[config.mk]
export PLATFORM = sky130hd
export DESIGN_NAME = sorted_keyed_priority_table_unit
export DESIGN_NICKNAME = d
export VERILOG_FILES = /design/src/design/skpt_pkg.sv /design/src/design/skpt_slot_ram.sv /design/src/design/skpt_compare.sv /design/src/design/sorted_keyed_priority_table_unit.sv
export VERILOG_INCLUDE_DIRS = /design/src /design/src/design
export SDC_FILE = /design/constraint.sdc
export NUM_CORES = 1
export LEC_CHECK = 0
export BUFFER_PORTS_ARGS = -buffer_cell sky130_fd_sc_hd__buf_2
export CAP_MARGIN = 20
export CORE_MARGIN = 2
export CORE_UTILIZATION = 40
export DETAILED_ROUTE_END_ITERATION = 10
export PLACE_DENSITY = 0.56
export SLEW_MARGIN = 25
export SYNTH_ARGS = -nofsm -noshare
export SYNTH_HDL_FRONTEND = slang
export SYNTH_SLANG_ARGS = --single-unit
[constraint.sdc]
create_clock -name clk -period 5.2 [get_ports clk]
set_input_delay 1.04 -clock clk [delete_from_list [all_inputs] [get_ports clk]]
set_output_delay 1.04 -clock clk [all_outputs]
set_load 0.01 [all_outputs]
[src/design/sorted_keyed_priority_table_unit_assert.svh]
// Assertion macros for the sorted keyed priority table unit.
`ifndef SORTED_KEYED_PRIORITY_TABLE_UNIT_ASSERT_SVH
`define SORTED_KEYED_PRIORITY_TABLE_UNIT_ASSERT_SVH

// Flag any clock edge at which cond holds.
`define SKPT_ASSERT_NEVER(lbl, cond, msg) \
    lbl: assert property (@(posedge clk) disable iff (!rst_n) !(cond)) \
        else $error(msg);

// Flag an edge where ante holds and cons does not.
`define SKPT_ASSERT_IMPLY(lbl, ante, cons, msg) \
    lbl: assert property (@(posedge clk) disable iff (!rst_n) (ante) |-> (cons)) \
        else $error(msg);

`endif

[src/design/skpt_pkg.sv]
// Shared types and constants of the sorted keyed priority table unit.
package skpt_pkg;

    localparam int CAPACITY   = 16;
    localparam int KEY_BITS   = 16;
    localparam int PRIO_BITS  = 16;
    localparam int IDX_BITS   = $clog2(CAPACITY);
    localparam int CNT_BITS   = $clog2(CAPACITY + 1);
    localparam int POS_BITS   = 4;
    localparam int COUNT_BITS = 5;

    typedef enum logic [1:0] {
        CMD_INSERT = 2'd0,
        CMD_ERASE  = 2'd1,
        CMD_FIND   = 2'd2
    } cmd_t;

    typedef enum logic [1:0] {
        STAT_OK      = 2'd0,
        STAT_DUP     = 2'd1,
        STAT_MISSING = 2'd2,
        STAT_FULL    = 2'd3
    } status_t;

    typedef enum logic [2:0] {
        ST_IDLE,
        ST_SCAN,
        ST_SHIFT_UP,
        ST_SHIFT_DOWN,
        ST_PLACE,
        ST_DONE
    } state_t;

    typedef struct packed {
        logic [KEY_BITS-1:0]         key;
        logic signed [PRIO_BITS-1:0] prio;
    } entry_t;

    typedef struct packed {
        logic key_eq;
        logic prio_gt;
    } cmp_t;

endpackage

[src/design/skpt_slot_ram.sv]
// Slot memory: one write port, one registered read port.
module skpt_slot_ram (
    input  logic                         clk,
    input  logic                         wr_en,
    input  logic [skpt_pkg::IDX_BITS-1:0] wr_addr,
    input  skpt_pkg::entry_t             wr_data,
    input  logic                         rd_en,
    input  logic [skpt_pkg::IDX_BITS-1:0] rd_addr,
    output skpt_pkg::entry_t             rd_data
);

    skpt_pkg::entry_t mem [skpt_pkg::CAPACITY];

    always_ff @(posedge clk)
    begin
        if (wr_en)
        begin
            mem[wr_addr] <= wr_data;
        end
    end

    always_ff @(posedge clk)
    begin
        if (rd_en)
        begin
            rd_data <= mem[rd_addr];
        end
    end

endmodule

[src/design/skpt_compare.sv]
// Shared compare unit: key match and priority order of one slot against the request.
module skpt_compare (
    input  skpt_pkg::entry_t              slot,
    input  logic [skpt_pkg::KEY_BITS-1:0] req_key,
    input  logic signed [skpt_pkg::PRIO_BITS-1:0] req_prio,
    output skpt_pkg::cmp_t                result
);

    always_comb
    begin
        result.key_eq  = (slot.key == req_key);
        // a new entry goes after every slot of lower or equal priority
        result.prio_gt = (slot.prio > req_prio);
    end

endmodule

[src/design/sorted_keyed_priority_table_unit.sv]
// Top level: sequencer and datapath of the sorted keyed priority table unit.
// Holds up to CAPACITY entries (key, signed priority) in ascending priority order
// in a single-port-read slot memory; one compare unit walks the held slots for every
// operation. A find only scans the held slots; an insert or an erase that changes the table
// scans them, then shifts the slots behind the insert or erase point, one slot per cycle,
// through the single read port of the slot memory. in_ready is high only while no
// operation is in progress; a finished result sits in the output register and the next
// operation may be taken while it waits.
module sorted_keyed_priority_table_unit (
    input  logic                                  clk,
    input  logic                                  rst_n,
    input  logic                                  in_valid,
    output logic                                  in_ready,
    input  logic [1:0]                            cmd,
    input  logic [skpt_pkg::KEY_BITS-1:0]         key,
    input  logic signed [skpt_pkg::PRIO_BITS-1:0] priority_req,
    output logic                                  out_valid,
    input  logic                                  out_ready,
    output logic [1:0]                            status,
    output logic signed [skpt_pkg::PRIO_BITS-1:0] found_priority,
    output logic [skpt_pkg::POS_BITS-1:0]         found_position,
    output logic [skpt_pkg::COUNT_BITS-1:0]       entry_count,
    output logic                                  head_valid,
    output logic [skpt_pkg::KEY_BITS-1:0]         head_key,
    output logic signed [skpt_pkg::PRIO_BITS-1:0] head_priority
);

    localparam int IW = skpt_pkg::IDX_BITS;
    localparam int CW = skpt_pkg::CNT_BITS;

    skpt_pkg::state_t state_reg, state_next;

    logic [1:0]                            cmd_reg, cmd_next;
    logic [skpt_pkg::KEY_BITS-1:0]         key_reg, key_next;
    logic signed [skpt_pkg::PRIO_BITS-1:0] prio_reg, prio_next;
    logic [CW-1:0]                         count_reg, count_next;
    logic [CW-1:0]                         ptr_reg, ptr_next;
    logic [IW-1:0]                         at_reg, at_next;
    logic                                  rd_vld_reg, rd_vld_next;
    logic [IW-1:0]                         rd_idx_reg, rd_idx_next;
    logic                                  match_reg, match_next;
    logic [IW-1:0]                         match_idx_reg, match_idx_next;
    logic signed [skpt_pkg::PRIO_BITS-1:0] match_prio_reg, match_prio_next;
    logic                                  pos_found_reg, pos_found_next;
    logic [IW-1:0]                         pos_reg, pos_next;
    logic [1:0]                            stat_reg, stat_next;
    logic                                  fnd_reg, fnd_next;
    skpt_pkg::entry_t                      head_reg;

    logic                                  out_valid_reg, out_valid_next;
    logic [1:0]                            status_reg;
    logic signed [skpt_pkg::PRIO_BITS-1:0] found_priority_reg;
    logic [skpt_pkg::POS_BITS-1:0]         found_position_reg;
    logic [skpt_pkg::COUNT_BITS-1:0]       entry_count_reg;
    logic                                  head_valid_reg;
    logic [skpt_pkg::KEY_BITS-1:0]         head_key_reg;
    logic signed [skpt_pkg::PRIO_BITS-1:0] head_priority_reg;

    logic             in_xfer;
    logic             scan_end;
    logic             up_end;
    logic             down_end;
    logic             out_load;
    logic             wr_en;
    logic [IW-1:0]    wr_addr;
    skpt_pkg::entry_t wr_data;
    logic             rd_en;
    logic [IW-1:0]    rd_addr;
    skpt_pkg::entry_t rd_data;
    skpt_pkg::cmp_t   cmp;

    skpt_slot_ram u_ram (
        .clk     (clk),
        .wr_en   (wr_en),
        .wr_addr (wr_addr),
        .wr_data (wr_data),
        .rd_en   (rd_en),
        .rd_addr (rd_addr),
        .rd_data (rd_data)
    );

    skpt_compare u_cmp (
        .slot     (rd_data),
        .req_key  (key_reg),
        .req_prio (prio_reg),
        .result   (cmp)
    );

    assign in_ready = (state_reg == skpt_pkg::ST_IDLE);
    assign in_xfer  = in_valid && in_ready;
    assign scan_end = (ptr_reg == count_reg) && !rd_vld_reg;
    assign up_end   = (ptr_reg == CW'(at_reg)) && !rd_vld_reg;
    assign down_end = (ptr_reg == count_reg) && !rd_vld_reg;
    assign out_load = (state_reg == skpt_pkg::ST_DONE) && (!out_valid_reg || out_ready);

    // next state
    always_comb
    begin
        state_next = state_reg;
        unique case (state_reg)
            skpt_pkg::ST_IDLE:
            begin
                if (in_xfer)
                begin
                    state_next = skpt_pkg::ST_SCAN;
                end
            end
            skpt_pkg::ST_SCAN:
            begin
                if (scan_end)
                begin
                    state_next = skpt_pkg::ST_DONE;
                    if (cmd_reg == skpt_pkg::CMD_INSERT && !match_reg
                        && count_reg != CW'(skpt_pkg::CAPACITY))
                    begin
                        state_next = skpt_pkg::ST_SHIFT_UP;
                    end
                    else if (cmd_reg == skpt_pkg::CMD_ERASE && match_reg)
                    begin
                        state_next = skpt_pkg::ST_SHIFT_DOWN;
                    end
                end
            end
            skpt_pkg::ST_SHIFT_UP:
            begin
                if (up_end)
                begin
                    state_next = skpt_pkg::ST_PLACE;
                end
            end
            skpt_pkg::ST_SHIFT_DOWN:
            begin
                if (down_end)
                begin
                    state_next = skpt_pkg::ST_DONE;
                end
            end
            skpt_pkg::ST_PLACE:
            begin
                state_next = skpt_pkg::ST_DONE;
            end
            skpt_pkg::ST_DONE:
            begin
                if (out_load)
                begin
                    state_next = skpt_pkg::ST_IDLE;
                end
            end
            default:
            begin
                state_next = skpt_pkg::ST_IDLE;
            end
        endcase
    end

    // datapath and memory control
    always_comb
    begin
        cmd_next        = cmd_reg;
        key_next        = key_reg;
        prio_next       = prio_reg;
        count_next      = count_reg;
        ptr_next        = ptr_reg;
        at_next         = at_reg;
        rd_vld_next     = 1'b0;
        rd_idx_next     = rd_idx_reg;
        match_next      = match_reg;
        match_idx_next  = match_idx_reg;
        match_prio_next = match_prio_reg;
        pos_found_next  = pos_found_reg;
        pos_next        = pos_reg;
        stat_next       = stat_reg;
        fnd_next        = fnd_reg;
        wr_en           = 1'b0;
        wr_addr         = '0;
        wr_data         = rd_data;
        rd_en           = 1'b0;
        rd_addr         = '0;

        unique case (state_reg)
            skpt_pkg::ST_IDLE:
            begin
                if (in_xfer)
                begin
                    cmd_next       = cmd;
                    key_next       = key;
                    prio_next      = priority_req;
                    ptr_next       = '0;
                    match_next     = 1'b0;
                    pos_found_next = 1'b0;
                    fnd_next       = 1'b0;
                    stat_next      = skpt_pkg::STAT_OK;
                end
            end
            skpt_pkg::ST_SCAN:
            begin
                if (ptr_reg != count_reg)
                begin
                    rd_en       = 1'b1;
                    rd_addr     = ptr_reg[IW-1:0];
                    rd_vld_next = 1'b1;
                    rd_idx_next = ptr_reg[IW-1:0];
                    ptr_next    = ptr_reg + CW'(1);
                end
                if (rd_vld_reg)
                begin
                    if (cmp.key_eq && !match_reg)
                    begin
                        match_next      = 1'b1;
                        match_idx_next  = rd_idx_reg;
                        match_prio_next = rd_data.prio;
                    end
                    if (cmp.prio_gt && !pos_found_reg)
                    begin
                        pos_found_next = 1'b1;
                        pos_next       = rd_idx_reg;
                    end
                end
                if (scan_end)
                begin
                    case (cmd_reg)
                        skpt_pkg::CMD_INSERT:
                        begin
                            if (match_reg)
                            begin
                                stat_next = skpt_pkg::STAT_DUP;
                            end
                            else if (count_reg == CW'(skpt_pkg::CAPACITY))
                            begin
                                stat_next = skpt_pkg::STAT_FULL;
                            end
                            else
                            begin
                                at_next  = pos_found_reg ? pos_reg : count_reg[IW-1:0];
                                ptr_next = count_reg;
                            end
                        end
                        skpt_pkg::CMD_ERASE:
                        begin
                            if (!match_reg)
                            begin
                                stat_next = skpt_pkg::STAT_MISSING;
                            end
                            else
                            begin
                                at_next  = match_idx_reg;
                                ptr_next = CW'(match_idx_reg) + CW'(1);
                            end
                        end
                        skpt_pkg::CMD_FIND:
                        begin
                            if (!match_reg)
                            begin
                                stat_next = skpt_pkg::STAT_MISSING;
                            end
                            else
                            begin
                                fnd_next = 1'b1;
                            end
                        end
                        default:
                        begin
                            stat_next = skpt_pkg::STAT_OK;
                        end
                    endcase
                end
            end
            skpt_pkg::ST_SHIFT_UP:
            begin
                // read slot ptr-1, write it one place later on the next cycle
                if (ptr_reg != CW'(at_reg))
                begin
                    rd_en       = 1'b1;
                    rd_addr     = IW'(ptr_reg - CW'(1));
                    rd_vld_next = 1'b1;
                    rd_idx_next = IW'(ptr_reg - CW'(1));
                    ptr_next    = ptr_reg - CW'(1);
                end
                if (rd_vld_reg)
                begin
                    wr_en   = 1'b1;
                    wr_addr = rd_idx_reg + IW'(1);
                end
            end
            skpt_pkg::ST_SHIFT_DOWN:
            begin
                // close the gap: read slot ptr, write it one place earlier
                if (ptr_reg != count_reg)
                begin
                    rd_en       = 1'b1;
                    rd_addr     = ptr_reg[IW-1:0];
                    rd_vld_next = 1'b1;
                    rd_idx_next = ptr_reg[IW-1:0];
                    ptr_next    = ptr_reg + CW'(1);
                end
                if (rd_vld_reg)
                begin
                    wr_en   = 1'b1;
                    wr_addr = rd_idx_reg - IW'(1);
                end
                if (down_end)
                begin
                    count_next = count_reg - CW'(1);
                end
            end
            skpt_pkg::ST_PLACE:
            begin
                wr_en        = 1'b1;
                wr_addr      = at_reg;
                wr_data.key  = key_reg;
                wr_data.prio = prio_reg;
                count_next   = count_reg + CW'(1);
            end
            skpt_pkg::ST_DONE:
            begin
            end
            default:
            begin
            end
        endcase
    end

    always_comb
    begin
        out_valid_next = out_valid_reg;
        if (out_load)
        begin
            out_valid_next = 1'b1;
        end
        else if (out_ready)
        begin
            out_valid_next = 1'b0;
        end
    end

    always_ff @(posedge clk or negedge rst_n)
    begin
        if (!rst_n)
        begin
            state_reg     <= skpt_pkg::ST_IDLE;
            count_reg     <= '0;
            rd_vld_reg    <= 1'b0;
            out_valid_reg <= 1'b0;
        end
        else
        begin
            state_reg     <= state_next;
            count_reg     <= count_next;
            rd_vld_reg    <= rd_vld_next;
            out_valid_reg <= out_valid_next;
        end
    end

    always_ff @(posedge clk)
    begin
        cmd_reg        <= cmd_next;
        key_reg        <= key_next;
        prio_reg       <= prio_next;
        ptr_reg        <= ptr_next;
        at_reg         <= at_next;
        rd_idx_reg     <= rd_idx_next;
        match_reg      <= match_next;
        match_idx_reg  <= match_idx_next;
        match_prio_reg <= match_prio_next;
        pos_found_reg  <= pos_found_next;
        pos_reg        <= pos_next;
        stat_reg       <= stat_next;
        fnd_reg        <= fnd_next;
        // mirror slot 0 so the head needs no second read port
        if (wr_en && wr_addr == '0)
        begin
            head_reg <= wr_data;
        end
        if (out_load)
        begin
            status_reg         <= stat_reg;
            found_priority_reg <= fnd_reg ? match_prio_reg : '0;
            found_position_reg <= fnd_reg ? skpt_pkg::POS_BITS'(match_idx_reg) : '0;
            entry_count_reg    <= skpt_pkg::COUNT_BITS'(count_reg);
            head_valid_reg     <= (count_reg != '0);
            head_key_reg       <= (count_reg != '0) ? head_reg.key : '0;
            head_priority_reg  <= (count_reg != '0) ? head_reg.prio : '0;
        end
    end

    assign out_valid      = out_valid_reg;
    assign status         = status_reg;
    assign found_priority = found_priority_reg;
    assign found_position = found_position_reg;
    assign entry_count    = entry_count_reg;
    assign head_valid     = head_valid_reg;
    assign head_key       = head_key_reg;
    assign head_priority  = head_priority_reg;

`include "sorted_keyed_priority_table_unit_assert.svh"

    `SKPT_ASSERT_NEVER(a_count_bound, count_reg > CW'(skpt_pkg::CAPACITY), "count over capacity")
    `SKPT_ASSERT_IMPLY(a_wr_in_range, wr_en, CW'(wr_addr) <= count_reg, "slot write past entries")
    `SKPT_ASSERT_IMPLY(a_head_flag, out_valid, head_valid == (entry_count != '0), "head flag off")
    `SKPT_ASSERT_IMPLY(a_place_grows, state_reg == skpt_pkg::ST_PLACE, !count_reg[CW-1], "full place")

endmodule
==> flow_summary.ini <==
[grt]
grt_max_degree = 139
grt_antenna_before_repair = 4
grt_usage = 0.233
grt_pass1_vias = 21300
grt_overflow = 0
grt_pass1_wl_mm = 138

[timing]
hold_viol = 0
fmax_mhz = 252
max-slew-margin-rel = 0.302
finalSetupViolations = 0
fin_tns_setup_ns = 0
finClkSkew_ns = 0.0145
post-route-period-util = 0.764
grt_setup_unrepaired = no
tightest_slew_ns = 1.05
fin_crit_ns = 3.97
fin_ws_ns = 1.23
drv_slew = 0

[power]
power_mw = 21.4
leakagePower_nw = 11.6
power_density_nw_per_um2 = 612
ir_drop_mv = 0.357

[clock_tree]
cts_buffer_depth = 3
cts_setup_buffers = 0
cts_hold_buffers = 0
cts_root_buf = clkbuf_16
path_clk_slew_ns = 0.06
cts_resized = 0
clkLatencyLatePin_ns = 0.62
numClockSinks = 690
htreeDepth = 3
cts_tree = done
cts_made_buffers = 74

[cells_and_area]
largest_reg_flops = 512
drive_above_1_share = 0.123
area_growth_pct = 13.3
largestRegisters = u_ram.mem: 512 flops, u_ram.rd_data: 32 flops
nets = 2653
num_antenna_cells = 0
multi_input_area_um2 = 9460
fill_cells = 6744
regMostFlops = u_ram.mem
seq_area_um2 = 20700

[die]
die-area_um2 = 79500
ios = 100
fp.dieW_um = 282
fp-row-count = 101
core_area_um2 = 76200
die_h_um = 282
start_util = 0.406

[setup_path]
critPathMaxFanout = 50
rr_worst_depth = 12
cp_top_family = compound AO/OA/AOI/OAI gates
critPathSlowestCell = edfxtp_1
worstReg2RegEnd = u_ram.rd_data[29]$_DFFE_PP_
r2r-start = ptr_reg[3]$_DFFE_PP_
critical_path_arrival_ns = 4.41
critical_path_buf_inv_count = 2
crit_chain = xnor2_1, nand3_1, nor2_4, inv_2, ha_1, and3b_4, a21oi_4, buf_4, o21ai_0, nand4_1, o21ai_1, o2111ai_1
end_kind = register
cp.required_ns = 5.64
start_kind = register
ff2ff_setup_slack_ns = 1.23
slowest_delay_ns = 0.70
path_class = reg -> reg

[logic_synthesis]
yosysTopAreaCell = edfxtp_1
syn_nets = 2609
synth.area.top_cells = edfxtp_1, nand3_1, a22oi_1
ys_types = 68
syn_area_um2 = 30900
synth.top_cells.by_count = edfxtp_1, nand3_1, nand2_1, o21ai_0, nand4_1
ys_ff_latch = 690
syn_inst = 2541
synth_top_flop_cell = edfxtp_1
synth_edf_count = 680
async_flop_share = 0.0145
ys_seq_area_frac = 0.669
avgSynthCellArea_um2 = 12.2
synth_top_area_frac = 0.661
yosysMostFrequentCell = edfxtp_1
ys_warn_count = 0

[route]
drc = 0
dr.first_iter.drc_count = 2535
via_count = 22200
dr.pass1.iters = 6
wl_per_cell_um = 25.7
finalWirelength_mm = 94.1
via_per_inst = 6.06
ant_nets = 0

[placement]
port_buffers = 99
hpwl_mm = 52.5
gp_congestion = 0.847
dp_slack_ns = 1.32

[run]
drv_cap = 0

[run_status]
status = completed

[worst_hold_path]
hold_path_class = in -> async
==> stage by stage <==
stage	hold slack, ns	std cells	cell area (µm²)	util
2_1_floorplan	0.400	2541	30900	-
3_3_place_gp	0.403	3539	32700	0.429
3_5_place_dp	0.408	3539	32700	0.429
4_1_cts	0.282	3666	35000	0.460
5_1_grt	0.312	3666	35000	0.460
6_report	0.295	3666	35000	0.460
==> cell families (layout without fill, tap and decap cells) <==
group / count (synthesis) / in the layout / share of synthesized area
muxes: 8 / 8 / 0.00267
xor gates and xnor gates: 43 / 43 / 0.0122
AOI/OAI and AO/OA: 521 / 521 / 0.104
DFF: 690 / 690 / 0.669
buffers and inverters: 238 / 333 / 0.0339
adders and majority gates: 30 / 30 / 0.0124
and+or+nand+nor: 1011 / 1011 / 0.166
==> how the worst max path moves through the flow <==
stage / from / cells past startpoint / end
floorplan: state_reg[0]$_DFFE_PN0P_ / 4 / entry_count[0]$_DFFE_PP_
global placement: ptr_reg[3]$_DFFE_PP_ / 13 / u_ram.rd_data[9]$_DFFE_PP_
detailed placement: ptr_reg[3]$_DFFE_PP_ / 12 / u_ram.rd_data[29]$_DFFE_PP_
CTS: ptr_reg[3]$_DFFE_PP_ / 12 / u_ram.rd_data[29]$_DFFE_PP_
global route: ptr_reg[3]$_DFFE_PP_ / 12 / u_ram.rd_data[29]$_DFFE_PP_
finish: ptr_reg[3]$_DFFE_PP_ / 12 / u_ram.rd_data[29]$_DFFE_PP_
==> power breakdown <==
part           leakage [nW]  internal, mW  switching (mW)
combinational          4.18          2.12            5.33
clock                  1.15          3.06            2.16
sequential             6.31          8.12           0.641
==> metal layers <==
metal	vias up	wire length, µm	global-route usage
met1	11100	38800	0.317
met4	4	3060	0.0873
met5	-	25	0
met2	1134	44200	0.379
met3	193	7960	0.0357
li1	9840	-	-
==> layout by cell type, fill, tap and decap left out, types with 27 or more instances in the layout <==
master	instances
inv_1	27
o2111ai_1	32
xnor2_1	37
a21oi_1	119
edfxtp_1	680
nor2b_1	38
a22oi_1	130
and3_1	100
nand2_1	260
buf_4	69
nand3_1	386
buf_2	99
ha_1	29
clkbuf_16	77
o21ai_0	172
nand4_1	134
==> final cells by class <==
cell class | count | share of cell area
Timing Repair Buffer | 175 | 0.0329
Tap cell | 1030 | 0.0368
Multi-Input combinational cell | 1613 | 0.270
Sequential cell | 690 | 0.590
Clock inverter | 31 | 0.00961
Inverter | 31 | 0.00336
Clock buffer | 96 | 0.0573
No activity file was read; power rests on OpenSTA's default activity.
